`config.mk`:
```
export PLATFORM = sky130hd
export DESIGN_NAME = big_endian_varint_serializer_unit
export DESIGN_NICKNAME = d
export VERILOG_FILES = /design/src/hw/rtl/bevs_pkg.sv /design/src/hw/rtl/bevs_front.sv /design/src/hw/rtl/bevs_fifo.sv /design/src/hw/rtl/bevs_back.sv /design/src/hw/rtl/big_endian_varint_serializer_unit.sv
export SDC_FILE = /design/constraint.sdc
export NUM_CORES = 1
export LEC_CHECK = 0
export BUFFER_PORTS_ARGS = -buffer_cell sky130_fd_sc_hd__clkbuf_2
export CAP_MARGIN = 20
export CORE_UTILIZATION = 57
export DETAILED_ROUTE_END_ITERATION = 10
export PLACE_DENSITY_LB_ADDON = 0.3
export RECOVER_POWER = 100
export SKIP_LAST_GASP = 1
export SLEW_MARGIN = 20
export SYNTH_ARGS = -nofsm -noshare
export SYNTH_HDL_FRONTEND = slang
export SYNTH_SLANG_ARGS = --single-unit
```
`constraint.sdc`:
```
create_clock -name i_clk -period 7.75 [get_ports i_clk]
set_clock_uncertainty 0.15 [all_clocks]
set_input_delay 1.9375 -clock i_clk [delete_from_list [all_inputs] [get_ports i_clk]]
set_output_delay 1.9375 -clock i_clk [all_outputs]
set_load 0.05 [all_outputs]
```
`src/hw/rtl/bevs_pkg.sv`:
```
package bevs_pkg;

    typedef enum logic [2:0] {
        CMD_PUT8    = 3'd0,
        CMD_PUT16   = 3'd1,
        CMD_PUT32   = 3'd2,
        CMD_PUT64   = 3'd3,
        CMD_PUT_ENC = 3'd4,
        CMD_SEEK    = 3'd5
    } t_cmd;

    typedef enum logic [1:0] {
        KIND_EMIT  = 2'd0,
        KIND_ERROR = 2'd1,
        KIND_SEEK  = 2'd2
    } t_kind;

    localparam logic [20:0] ENC_2B_MIN  = 21'h00080;
    localparam logic [20:0] ENC_3B_MIN  = 21'h00800;
    localparam logic [20:0] ENC_4B_MIN  = 21'h10000;
    localparam logic [20:0] ENC_LIMIT   = 21'h110000;
    localparam logic [7:0]  LEAD_2B     = 8'hC0;
    localparam logic [7:0]  LEAD_3B     = 8'hE0;
    localparam logic [7:0]  LEAD_4B     = 8'hF0;
    localparam logic [7:0]  CONT_BYTE   = 8'h80;
    localparam logic [7:0]  ASCII_MASK  = 8'h7F;

    typedef struct packed {
        logic [2:0]  command;
        logic [63:0] value;
    } t_in_item;

    typedef struct packed {
        logic [7:0]  out_byte;
        logic [31:0] byte_offset;
        logic        last_byte;
        logic        encode_error;
    } t_out_item;

    // bytes[0] goes out first; for seek, bytes[3:0] holds the new position
    typedef struct packed {
        t_kind           kind;
        logic [2:0]      last_idx;
        logic [7:0][7:0] bytes;
    } t_entry;

endpackage

```
`src/hw/rtl/bevs_front.sv`:
```
module bevs_front import bevs_pkg::*; (
    input  logic     i_valid,
    input  t_in_item i_item,
    input  logic     i_full,
    output logic     o_ready,
    output logic     o_push,
    output t_entry   o_entry
);

    logic [63:0] v;
    logic        known;

    assign v       = i_item.value;
    assign o_ready = !i_full;

    always_comb begin
        o_entry          = '0;
        o_entry.kind     = KIND_EMIT;
        o_entry.last_idx = 3'd0;
        known            = 1'b1;
        unique case (i_item.command)
            CMD_PUT8: begin
                o_entry.bytes[0] = v[7:0];
            end
            CMD_PUT16: begin
                o_entry.last_idx = 3'd1;
                o_entry.bytes[0] = v[15:8];
                o_entry.bytes[1] = v[7:0];
            end
            CMD_PUT32: begin
                o_entry.last_idx = 3'd3;
                o_entry.bytes[0] = v[31:24];
                o_entry.bytes[1] = v[23:16];
                o_entry.bytes[2] = v[15:8];
                o_entry.bytes[3] = v[7:0];
            end
            CMD_PUT64: begin
                o_entry.last_idx = 3'd7;
                o_entry.bytes[0] = v[63:56];
                o_entry.bytes[1] = v[55:48];
                o_entry.bytes[2] = v[47:40];
                o_entry.bytes[3] = v[39:32];
                o_entry.bytes[4] = v[31:24];
                o_entry.bytes[5] = v[23:16];
                o_entry.bytes[6] = v[15:8];
                o_entry.bytes[7] = v[7:0];
            end
            CMD_PUT_ENC: begin
                if (v[63:21] != '0 || v[20:0] >= ENC_LIMIT) begin
                    o_entry.kind = KIND_ERROR;
                end else if (v[20:0] < ENC_2B_MIN) begin
                    o_entry.bytes[0] = v[7:0] & ASCII_MASK;
                end else if (v[20:0] < ENC_3B_MIN) begin
                    o_entry.last_idx = 3'd1;
                    o_entry.bytes[0] = LEAD_2B | {3'b000, v[10:6]};
                    o_entry.bytes[1] = CONT_BYTE | {2'b00, v[5:0]};
                end else if (v[20:0] < ENC_4B_MIN) begin
                    o_entry.last_idx = 3'd2;
                    o_entry.bytes[0] = LEAD_3B | {4'b0000, v[15:12]};
                    o_entry.bytes[1] = CONT_BYTE | {2'b00, v[11:6]};
                    o_entry.bytes[2] = CONT_BYTE | {2'b00, v[5:0]};
                end else begin
                    o_entry.last_idx = 3'd3;
                    o_entry.bytes[0] = LEAD_4B | {5'b00000, v[20:18]};
                    o_entry.bytes[1] = CONT_BYTE | {2'b00, v[17:12]};
                    o_entry.bytes[2] = CONT_BYTE | {2'b00, v[11:6]};
                    o_entry.bytes[3] = CONT_BYTE | {2'b00, v[5:0]};
                end
            end
            CMD_SEEK: begin
                o_entry.kind         = KIND_SEEK;
                o_entry.bytes[3:0]   = v[31:0];
            end
            default: begin
                known = 1'b0;
            end
        endcase
    end

    // undefined commands are accepted and dropped
    assign o_push = i_valid && !i_full && known;

endmodule

```
`src/hw/rtl/bevs_fifo.sv`:
```
module bevs_fifo import bevs_pkg::*; #(
    parameter int DEPTH = 2
) (
    input  logic   i_clk,
    input  logic   i_rst_n,
    input  logic   i_push,
    input  t_entry i_entry,
    input  logic   i_pop,
    output logic   o_full,
    output logic   o_valid,
    output t_entry o_entry
);

    localparam int PW = (DEPTH > 1) ? $clog2(DEPTH) : 1;
    localparam int CW = $clog2(DEPTH + 1);
    localparam logic [PW-1:0] LAST_PTR = PW'(DEPTH - 1);
    localparam logic [CW-1:0] FULL_CNT = CW'(DEPTH);

    t_entry        r_mem [DEPTH];
    logic [PW-1:0] r_wr_ptr, n_wr_ptr;
    logic [PW-1:0] r_rd_ptr, n_rd_ptr;
    logic [CW-1:0] r_count, n_count;
    logic          do_push, do_pop;

    assign o_full  = (r_count == FULL_CNT);
    assign o_valid = (r_count != '0);
    assign o_entry = r_mem[r_rd_ptr];
    assign do_push = i_push && !o_full;
    assign do_pop  = i_pop && o_valid;

    always_comb begin
        n_wr_ptr = r_wr_ptr;
        n_rd_ptr = r_rd_ptr;
        n_count  = r_count;
        if (do_push) begin
            n_wr_ptr = (r_wr_ptr == LAST_PTR) ? '0 : r_wr_ptr + 1'b1;
        end
        if (do_pop) begin
            n_rd_ptr = (r_rd_ptr == LAST_PTR) ? '0 : r_rd_ptr + 1'b1;
        end
        if (do_push && !do_pop) begin
            n_count = r_count + 1'b1;
        end else if (do_pop && !do_push) begin
            n_count = r_count - 1'b1;
        end
    end

    always_ff @(posedge i_clk) begin
        if (!i_rst_n) begin
            r_wr_ptr <= '0;
            r_rd_ptr <= '0;
            r_count  <= '0;
        end else begin
            r_wr_ptr <= n_wr_ptr;
            r_rd_ptr <= n_rd_ptr;
            r_count  <= n_count;
        end
    end

    always_ff @(posedge i_clk) begin
        if (do_push) begin
            r_mem[r_wr_ptr] <= i_entry;
        end
    end

endmodule

```
`src/hw/rtl/bevs_back.sv`:
```
module bevs_back import bevs_pkg::*; (
    input  logic      i_clk,
    input  logic      i_rst_n,
    input  logic      i_head_valid,
    input  t_entry    i_head,
    output logic      o_pop,
    output logic      o_valid,
    input  logic      i_ready,
    output t_out_item o_item
);

    logic [31:0] r_pos, n_pos;
    logic [2:0]  r_idx, n_idx;
    logic        r_valid, n_valid;
    t_out_item   r_item, n_item;
    logic        can_load;

    assign can_load = !r_valid || i_ready;
    assign o_valid  = r_valid;
    assign o_item   = r_item;

    always_comb begin
        n_pos   = r_pos;
        n_idx   = r_idx;
        n_valid = r_valid && !i_ready;
        n_item  = r_item;
        o_pop   = 1'b0;
        if (i_head_valid) begin
            unique case (i_head.kind)
                KIND_SEEK: begin
                    n_pos = i_head.bytes[3:0];
                    o_pop = 1'b1;
                end
                KIND_ERROR: begin
                    if (can_load) begin
                        n_valid             = 1'b1;
                        n_item.out_byte     = '0;
                        n_item.byte_offset  = r_pos;
                        n_item.last_byte    = 1'b1;
                        n_item.encode_error = 1'b1;
                        o_pop               = 1'b1;
                    end
                end
                KIND_EMIT: begin
                    if (can_load) begin
                        n_valid             = 1'b1;
                        n_item.out_byte     = i_head.bytes[r_idx];
                        n_item.byte_offset  = r_pos;
                        n_item.last_byte    = (r_idx == i_head.last_idx);
                        n_item.encode_error = 1'b0;
                        n_pos               = r_pos + 32'd1;
                        if (r_idx == i_head.last_idx) begin
                            n_idx = '0;
                            o_pop = 1'b1;
                        end else begin
                            n_idx = r_idx + 3'd1;
                        end
                    end
                end
                default: begin
                end
            endcase
        end
    end

    always_ff @(posedge i_clk) begin
        if (!i_rst_n) begin
            r_pos   <= '0;
            r_idx   <= '0;
            r_valid <= 1'b0;
        end else begin
            r_pos   <= n_pos;
            r_idx   <= n_idx;
            r_valid <= n_valid;
        end
    end

    always_ff @(posedge i_clk) begin
        r_item <= n_item;
    end

endmodule

```
`src/hw/rtl/big_endian_varint_serializer_unit.sv`:
```
// Serializer of fixed-width big-endian and UTF-8 style variable-length values.
// Input channel (i_valid/o_ready, i_item): one command and a 64-bit value per
// item. Output channel (o_valid/i_ready, o_item): one stream byte per item,
// tagged with its 32-bit stream offset; last_byte marks the final byte of a
// command, encode_error marks the single result of an oversized encoded put.
// An accepted command passes through the queue and then the output register.
// The output runs at one byte per cycle while the receiver takes them; a
// command gives 1 to 8 bytes, or one item for an error; seek gives no output;
// commands 6 and 7 are accepted and dropped. The front accepts an item every
// cycle while the QUEUE_DEPTH-entry queue has room, so sustained rate is set
// by the byte count of the commands.
// Reset clears the queue, the output valid flag and the stream position (0).
// When the receiver stalls, the current byte holds in the output register,
// the back end stops but for seeks, and the front keeps taking items until the queue fills.
module big_endian_varint_serializer_unit import bevs_pkg::*; #(
    parameter int QUEUE_DEPTH = 2
) (
    input  logic      i_clk,
    input  logic      i_rst_n,
    input  logic      i_valid,
    output logic      o_ready,
    input  t_in_item  i_item,
    output logic      o_valid,
    input  logic      i_ready,
    output t_out_item o_item
);

    logic   push, pop, full, head_valid;
    t_entry push_entry, head_entry;

    bevs_front u_front (
        .i_valid (i_valid),
        .i_item  (i_item),
        .i_full  (full),
        .o_ready (o_ready),
        .o_push  (push),
        .o_entry (push_entry)
    );

    bevs_fifo #(
        .DEPTH (QUEUE_DEPTH)
    ) u_fifo (
        .i_clk   (i_clk),
        .i_rst_n (i_rst_n),
        .i_push  (push),
        .i_entry (push_entry),
        .i_pop   (pop),
        .o_full  (full),
        .o_valid (head_valid),
        .o_entry (head_entry)
    );

    bevs_back u_back (
        .i_clk        (i_clk),
        .i_rst_n      (i_rst_n),
        .i_head_valid (head_valid),
        .i_head       (head_entry),
        .o_pop        (pop),
        .o_valid      (o_valid),
        .i_ready      (i_ready),
        .o_item       (o_item)
    );

endmodule

```
==> flow_metrics.env, run 1 <==
export IMPL_cts_resized=0
export IMPL_yosys_area_top_type="edfxtp_1"
export IMPL_cts_setup_buffers=0
export IMPL_hold_viol_final=0
export IMPL_p_sw_share_pct=35.0
export IMPL_ys_types=71
export IMPL_numCtsBuffers=23
export IMPL_worstSetupPathType="in2reg"
export IMPL_synthCells=917
export IMPL_switchingPower_uw=1310
export IMPL_synth_edf_count=180
export IMPL_clk_latency_ns=0.51
export IMPL_syn2layout_area_growth_pct=10.9
export IMPL_setup_worst_path_start_class="primary input"
export IMPL_async_reset_ff_share_pct=0
export IMPL_die_h_um=141
export IMPL_htreeDepth=1
export IMPL_cts_sinks=221
export IMPL_cts_buffer_depth=3
export IMPL_ys_ff_latch=221
export IMPL_comb_power_share_pct=29.0
export IMPL_powerDensity_nw_per_um2=308
export IMPL_worstPathMaxFanout=33
export IMPL_dpl_instance_area_um2=11600
export IMPL_vias_per_cell=6.55
export IMPL_synth_top_flop_cell="edfxtp_1"
export IMPL_layout_drive_gt1_share_pct=17.1
export IMPL_syn_avg_cell_area_um2=12.0
export IMPL_setup_viol=0
export IMPL_seqPwrFrac_pct=44.7
export IMPL_cp_end_kind="flip-flop"
export IMPL_yosysSeqAreaShare_pct=56.8
export IMPL_violations="capacitance limit, slew limit"
export IMPL_wl_per_cell_um=22.4
export IMPL_syn_cell_area_um2=11000
export IMPL_vdd_drop_max_uv=189
export IMPL_antenna_left=0
export IMPL_cts_clk_slew_worst_paths_ns=0.06
export IMPL_worstPathArrival_ns=5.80
export IMPL_numPortBuffers=114
export IMPL_internal_power_uw=2430
export IMPL_fin_util_pct=64.8
export IMPL_diodes=0
export IMPL_synth_nets=991
export IMPL_io_pins=115
export IMPL_fill_cells=1444
export IMPL_clockPowerShare_pct=26.2
export IMPL_cap_violations=4
export IMPL_final_area_um2=12200
export IMPL_reg2reg_depth=10
export IMPL_synthTopCellsByCount="edfxtp_1, nor2_1, mux2i_1"
export IMPL_slew_limit_headroom_pct=-91.9
export IMPL_drv_slew=130
export IMPL_drcViolationCount=0
export IMPL_gp_congestion=0.908
export IMPL_globalRouteTotalUtil_pct=28.5
export IMPL_die_area_um2=19800
export IMPL_grt_pass1_wl_um=43100
export IMPL_coreArea_um2=18800
export IMPL_grt_max_degree=73
export IMPL_fp_dieW_um=141
export IMPL_netlist_area_leader_share_pct=49.3
export IMPL_hold_depth=0
export IMPL_vias=8160
export IMPL_finalCriticalPeriod_ns=5.80
export IMPL_cts_root_buffer="clkbuf_16"
export IMPL_timing_final_crit_share_pct=74.8
export IMPL_yosysWarnings=0
export IMPL_synth_most_common_cell="edfxtp_1"
export IMPL_grt_pass1_vias=7603
export IMPL_fin_setup_tns_ns=0
export IMPL_overflow=0
export IMPL_p_leak_uw=0.00429
export IMPL_wirelength_um=27900
export IMPL_hold_path_class="reg2reg"
export IMPL_rsz0062_at_grt="no"
export IMPL_start_util_pct=58.4
export IMPL_drt_iter0_drc=1005
export IMPL_final_nets=1071
export IMPL_status="finished, violations left"
export IMPL_required_ns=7.75
export IMPL_cts_hold_buf=0
export IMPL_synth_area_top_cells="edfxtp_1, dfxtp_1, mux2i_1, mux4_2, mux2_2"
export IMPL_hpwl_um=19200
export IMPL_rows=50
export IMPL_antenna_found_initial=0
export IMPL_first_pass_iters=6
export IMPL_worstMarginPinSlew_ns=2.88
export IMPL_fmax_mhz=173
export IMPL_power_total_uw=3740
export IMPL_cts_tree="yes"
## kinds of logic (layout without fill, tap and decap cells)
family                     Yosys count  in the layout  share of synthesized area (%)
AOI/OAI and AO/OA                  215            215                           12.8
xor gates and xnor gates             7              7                          0.559
adders and majority gates            3              3                          0.342
buffers and inverters               78            173                           3.32
DFF                                221            221                           56.8
muxes                              107            107                           12.2
and+or+nand+nor                    286            286                           14.0
## flip-flops by register name, indices dropped and copies added, names as in the netlist, named ones only
signal and flops:
u_back.r_pos 32, u_fifo.r_count 2, u_fifo.r_mem 138, u_fifo.r_wr_ptr 1
u_fifo.r_rd_ptr 1, u_back.r_idx 3, u_back.o_valid 1, u_back.o_item 42
## per-layer routing
layer / vias to the layer above / wire length (um) / track usage (%)
met4: 0 / 935 / 10.2
met5: - / 0 / 0
met2: 427 / 12800 / 44.2
met3: 67 / 2360 / 4.42
met1: 3932 / 11800 / 41.0
li1: 3734 / - / -
## cell usage in the layout, fill, tap and decap left out, drive strengths merged, types with 4 or more instances in the layout
master / netlist / routed
a211oi: 14 / 14
a21o: 7 / 7
a21oi: 60 / 60
a22oi: 19 / 19
a311oi: 9 / 9
a31oi: 6 / 6
and2: 13 / 13
and3: 37 / 37
and4: 10 / 10
buf: 26 / 7
clkbuf: 42 / 147
clkinv: 0 / 8
dfxtp: 41 / 41
edfxtp: 180 / 180
inv: 9 / 11
mux2: 27 / 27
mux2i: 61 / 61
mux4: 19 / 19
nand2: 53 / 53
nand2b: 5 / 5
nand3: 27 / 27
nand4: 10 / 10
nor2: 66 / 66
nor2b: 7 / 7
nor3: 21 / 21
nor4: 20 / 20
o211ai: 8 / 8
o21ai: 48 / 48
o221a: 5 / 5
o22ai: 6 / 6
o31a: 4 / 4
o31ai: 6 / 6
or3: 4 / 4
or4: 4 / 4
xnor2: 4 / 4
## cell type report
cell class                 count  area [um2]  share of cell area [%]
tap                          234         293                    2.41
clock inverter                10        48.8                   0.401
inverter                       9        33.8                   0.278
clock buffer                  30         612                    5.03
timing repair buffer         124         578                    4.76
sequential                   221        6230                    51.2
multi-input combinational    618        4360                    35.9
## worst max-delay path: stages
cell      delay, ns
clkbuf_1       0.47
nand2_1        0.27
and3_1         0.28
nor2b_1        1.31
clkbuf_1       0.95
buf_4          0.55
## through the flow
step / hold slack (ns) / instances / worst slack, ns
finish: 0.279 / 1246 / 1.95
global route: 0.304 / 1246 / 1.70
CTS: 0.281 / 1245 / 3.45
detailed placement: 0.266 / 1205 / 2.92
global placement: 0.264 / 1205 / 2.98
floorplan: 0.258 / 917 / 0.913
## worst paths after layout
kind | from | endpoint | slack, ns
worst max-delay path | i_item[66] | u_fifo.r_mem[0][1] | 1.95
worst min-delay path | u_back.r_pos[31] | u_back.o_item[33] | 0.28
worst max register to register | flip-flop | u_fifo.r_count[1] | 2.22
worst min register to register | u_back.r_pos[31] | u_back.o_item[33] | 0.28
## power groups by stage
stage	Sequential (uW)	Combinational [uW]	Clock, uW
after floorplan	1910	600	0
after global placement	1690	1080	0
after detailed placement	1700	1090	0
after CTS	1670	1100	995
after global routing	1700	1160	1040
final	1670	1090	981
No activity file was read; power rests on OpenSTA's default activity.
==> run 2: changes to the inputs <==
--- a/config.mk
+++ b/config.mk
@@ -5,6 +5,7 @@
 export SDC_FILE = /design/constraint.sdc
 export NUM_CORES = 1
 export LEC_CHECK = 0
+export ABC_AREA = 1
 export BUFFER_PORTS_ARGS = -buffer_cell sky130_fd_sc_hd__clkbuf_2
 export CAP_MARGIN = 20
 export CORE_UTILIZATION = 57
==> constraint.sdc (replaced) <==
create_clock -name i_clk -period 5.8 [get_ports i_clk]
set_clock_uncertainty 0.15 [all_clocks]
set_input_delay 1.45 -clock i_clk [delete_from_list [all_inputs] [get_ports i_clk]]
set_output_delay 1.45 -clock i_clk [all_outputs]
set_load 0.05 [all_outputs]
==> flow_metrics.env, run 2 <==
export IMPL_required_ns=5.87
export IMPL_wl_per_cell_um=19.8
export IMPL_numCtsBuffers=23
export IMPL_gr_usage_met1_pct=46.8
export IMPL_final_common_cell="nand2_1"
export IMPL_synthTopCellsByCount="nand2_1, nor2_1, edfxtp_1"
export IMPL_syn_cell_area_um2=11200
export IMPL_setup_viol=0
export IMPL_grt_max_degree=71
export IMPL_die_area_um2=20300
export IMPL_vdd_drop_max_uv=263
export IMPL_top_register="u_fifo.r_mem"
export IMPL_fill_cells=1613
export IMPL_drv_slew=145
export IMPL_rows=50
export IMPL_fin_setup_tns_ns=0
export IMPL_synth_edf_count=180
export IMPL_final_setup_worst_slack_ns=1.40
export IMPL_gp_congestion=1.00
export IMPL_clockPowerShare_pct=26.5
export IMPL_first_pass_iters=6
export IMPL_cts_resized=0
export IMPL_io_pins=115
export IMPL_worstPathArrival_ns=4.47
export IMPL_layout_drive_gt1_share_pct=9.80
export IMPL_drcViolationCount=0
export IMPL_switchingPower_uw=2200
export IMPL_fmax_mhz=227
export IMPL_clk_latency_ns=0.51
export IMPL_antenna_found_initial=0
export IMPL_cts_tree="yes"
export IMPL_largest_reg_flops=138
export IMPL_p_sw_share_pct=38.8
export IMPL_async_reset_ff_share_pct=0
export IMPL_htreeDepth=1
export IMPL_final_nets=1476
export IMPL_synthCells=1307
export IMPL_globalRouteTotalUtil_pct=33.6
export IMPL_diodes=0
export IMPL_synth_nets=1381
export IMPL_syn2layout_area_growth_pct=12.3
export IMPL_synth_most_common_cell="nand2_1"
export IMPL_slew_limit_headroom_pct=-41.9
export IMPL_vias_per_cell=5.93
export IMPL_netlist_area_leader_share_pct=48.2
export IMPL_die_h_um=142
export IMPL_finalCriticalPeriod_ns=4.40
export IMPL_numPortBuffers=114
export IMPL_worstMarginPinSlew_ns=2.13
export IMPL_syn_avg_cell_area_um2=8.59
export IMPL_start_util_pct=59.0
export IMPL_internal_power_uw=3470
export IMPL_p_leak_uw=0.00470
export IMPL_antenna_left=0
export IMPL_comb_power_share_pct=33.0
export IMPL_ys_types=40
export IMPL_hold_viol_final=0
export IMPL_cts_root_buffer="clkbuf_16"
export IMPL_worstPathMaxFanout=38
export IMPL_final_area_um2=12600
export IMPL_hold_path_class="reg2reg"
export IMPL_rsz0062_at_grt="no"
export IMPL_busiest_layer="met2"
export IMPL_final_cell_mix="nand2_1, nor2_1, edfxtp_1, o21ai_0, inv_1"
export IMPL_fp_dieW_um=142
export IMPL_powerDensity_nw_per_um2=449
export IMPL_cp_end_kind="flip-flop"
export IMPL_yosysWarnings=0
export IMPL_cts_hold_buf=0
export IMPL_wirelength_um=33200
export IMPL_hpwl_um=23800
export IMPL_cts_sinks=221
export IMPL_cap_violations=3
export IMPL_grt_pass1_vias=9200
export IMPL_status="finished, violations left"
export IMPL_timing_final_crit_share_pct=75.8
export IMPL_coreArea_um2=19000
export IMPL_vias=9958
export IMPL_ys_ff_latch=221
export IMPL_synth_area_top_cells="edfxtp_1, nand2_1, dfxtp_1, nor2_1, o21ai_0"
export IMPL_cts_setup_buffers=0
export IMPL_overflow=0
export IMPL_cts_clk_slew_worst_paths_ns=0.06
export IMPL_grt_pass1_wl_um=51000
export IMPL_synth_top_flop_cell="edfxtp_1"
export IMPL_dpl_instance_area_um2=12000
export IMPL_drt_iter0_drc=939
export IMPL_grt_use_met3_pct=4.74
export IMPL_yosysSeqAreaShare_pct=55.5
export IMPL_dp_slack_ns=2.05
export IMPL_seqPwrFrac_pct=40.4
export IMPL_yosys_area_top_type="edfxtp_1"
export IMPL_violations="capacitance limit, slew limit"
export IMPL_cts_buffer_depth=3
export IMPL_setup_worst_path_start_class="primary input"
export IMPL_use_met2_pct=51.4
export IMPL_worstSetupPathType="in2reg"
==> run 2: cell types whose count changed after synthesis, sizes merged, moves of 26 or more <==
cell,previous run,this run
nand2,53,359
o21ai,48,101
mux2,27,0
inv,9,90
clkbuf,42,16
and3,37,0
mux2i,61,6
nor2,66,214
nand3,27,80
==> run 2: cells by family after synthesis <==
group	after synthesis	synth area share, %
AOI/OAI and AO/OA	253	13.4
xor gates and xnor gates	6	0.468
adders and majority gates	3	0.334
buffers and inverters	149	5.50
DFF	221	55.5
muxes	6	0.535
and+or+nand+nor	669	24.3
==> run 2: per-layer routing <==
metal | part of all wire (%) | vias to the layer above | wire length, um
met5 | 0 | - | 0
met4 | 5.3 | 0 | 1750
met3 | 11 | 112 | 3510
met2 | 44 | 631 | 14600
met1 | 40 | 4576 | 13400
li1 | - | 4639 | -
==> run 2: critical path: stages <==
cell and delay [ns]:
clkbuf_2 0.14, inv_1 0.11, nand3_1 0.08, clkbuf_1 1.28, inv_2 0.63, a22oi_1 0.42
o211ai_1 0.15, o21bai_1 0.20
==> run 2: final timing paths <==
check / startpoint / to / slack [ns] / depth (start not counted)
setup / recovery: i_item[66] / u_fifo.r_mem[0][9] / 1.40 / 8
hold / removal: u_fifo.r_count[1] / u_fifo.r_count[1] / 0.35 / 2
setup reg to reg: flip-flop / u_back.o_item[37] / 1.73 / 8
hold reg to reg: u_fifo.r_count[1] / u_fifo.r_count[1] / 0.35 / 2
==> run 2: stage by stage <==
stage / total power [uW] / hold slack [ns] / cells / util, %
2_1_floorplan: 3690 / 0.297 / 1307 / -
3_3_place_gp: 4170 / 0.320 / 1637 / 62.9
3_5_place_dp: 4210 / 0.329 / 1637 / 62.9
4_1_cts: 5700 / 0.355 / 1678 / 67.0
5_1_grt: 5940 / 0.369 / 1678 / 66.3
6_report: 5670 / 0.354 / 1678 / 66.3
==> run 2: power groups by stage <==
stage                     registers [uW]  clock network (uW)  logic [uW]
after floorplan                     2660                   0        1030
after global placement              2300                   0        1870
after detailed placement            2310                   0        1900
after CTS                           2280                1510        1910
after global routing                2330                1570        2040
final                               2290                1500        1870
==> run 2: cell type report <==
class                      count  area, um2  area share [%]
tap                          260        325            2.58
clock buffer                  29        608            4.82
multi-input combinational    937       4340            34.4
timing repair buffer         126        591            4.68
sequential                   221       6230            49.4
inverter                      93        352            2.79
clock inverter                12        166            1.32
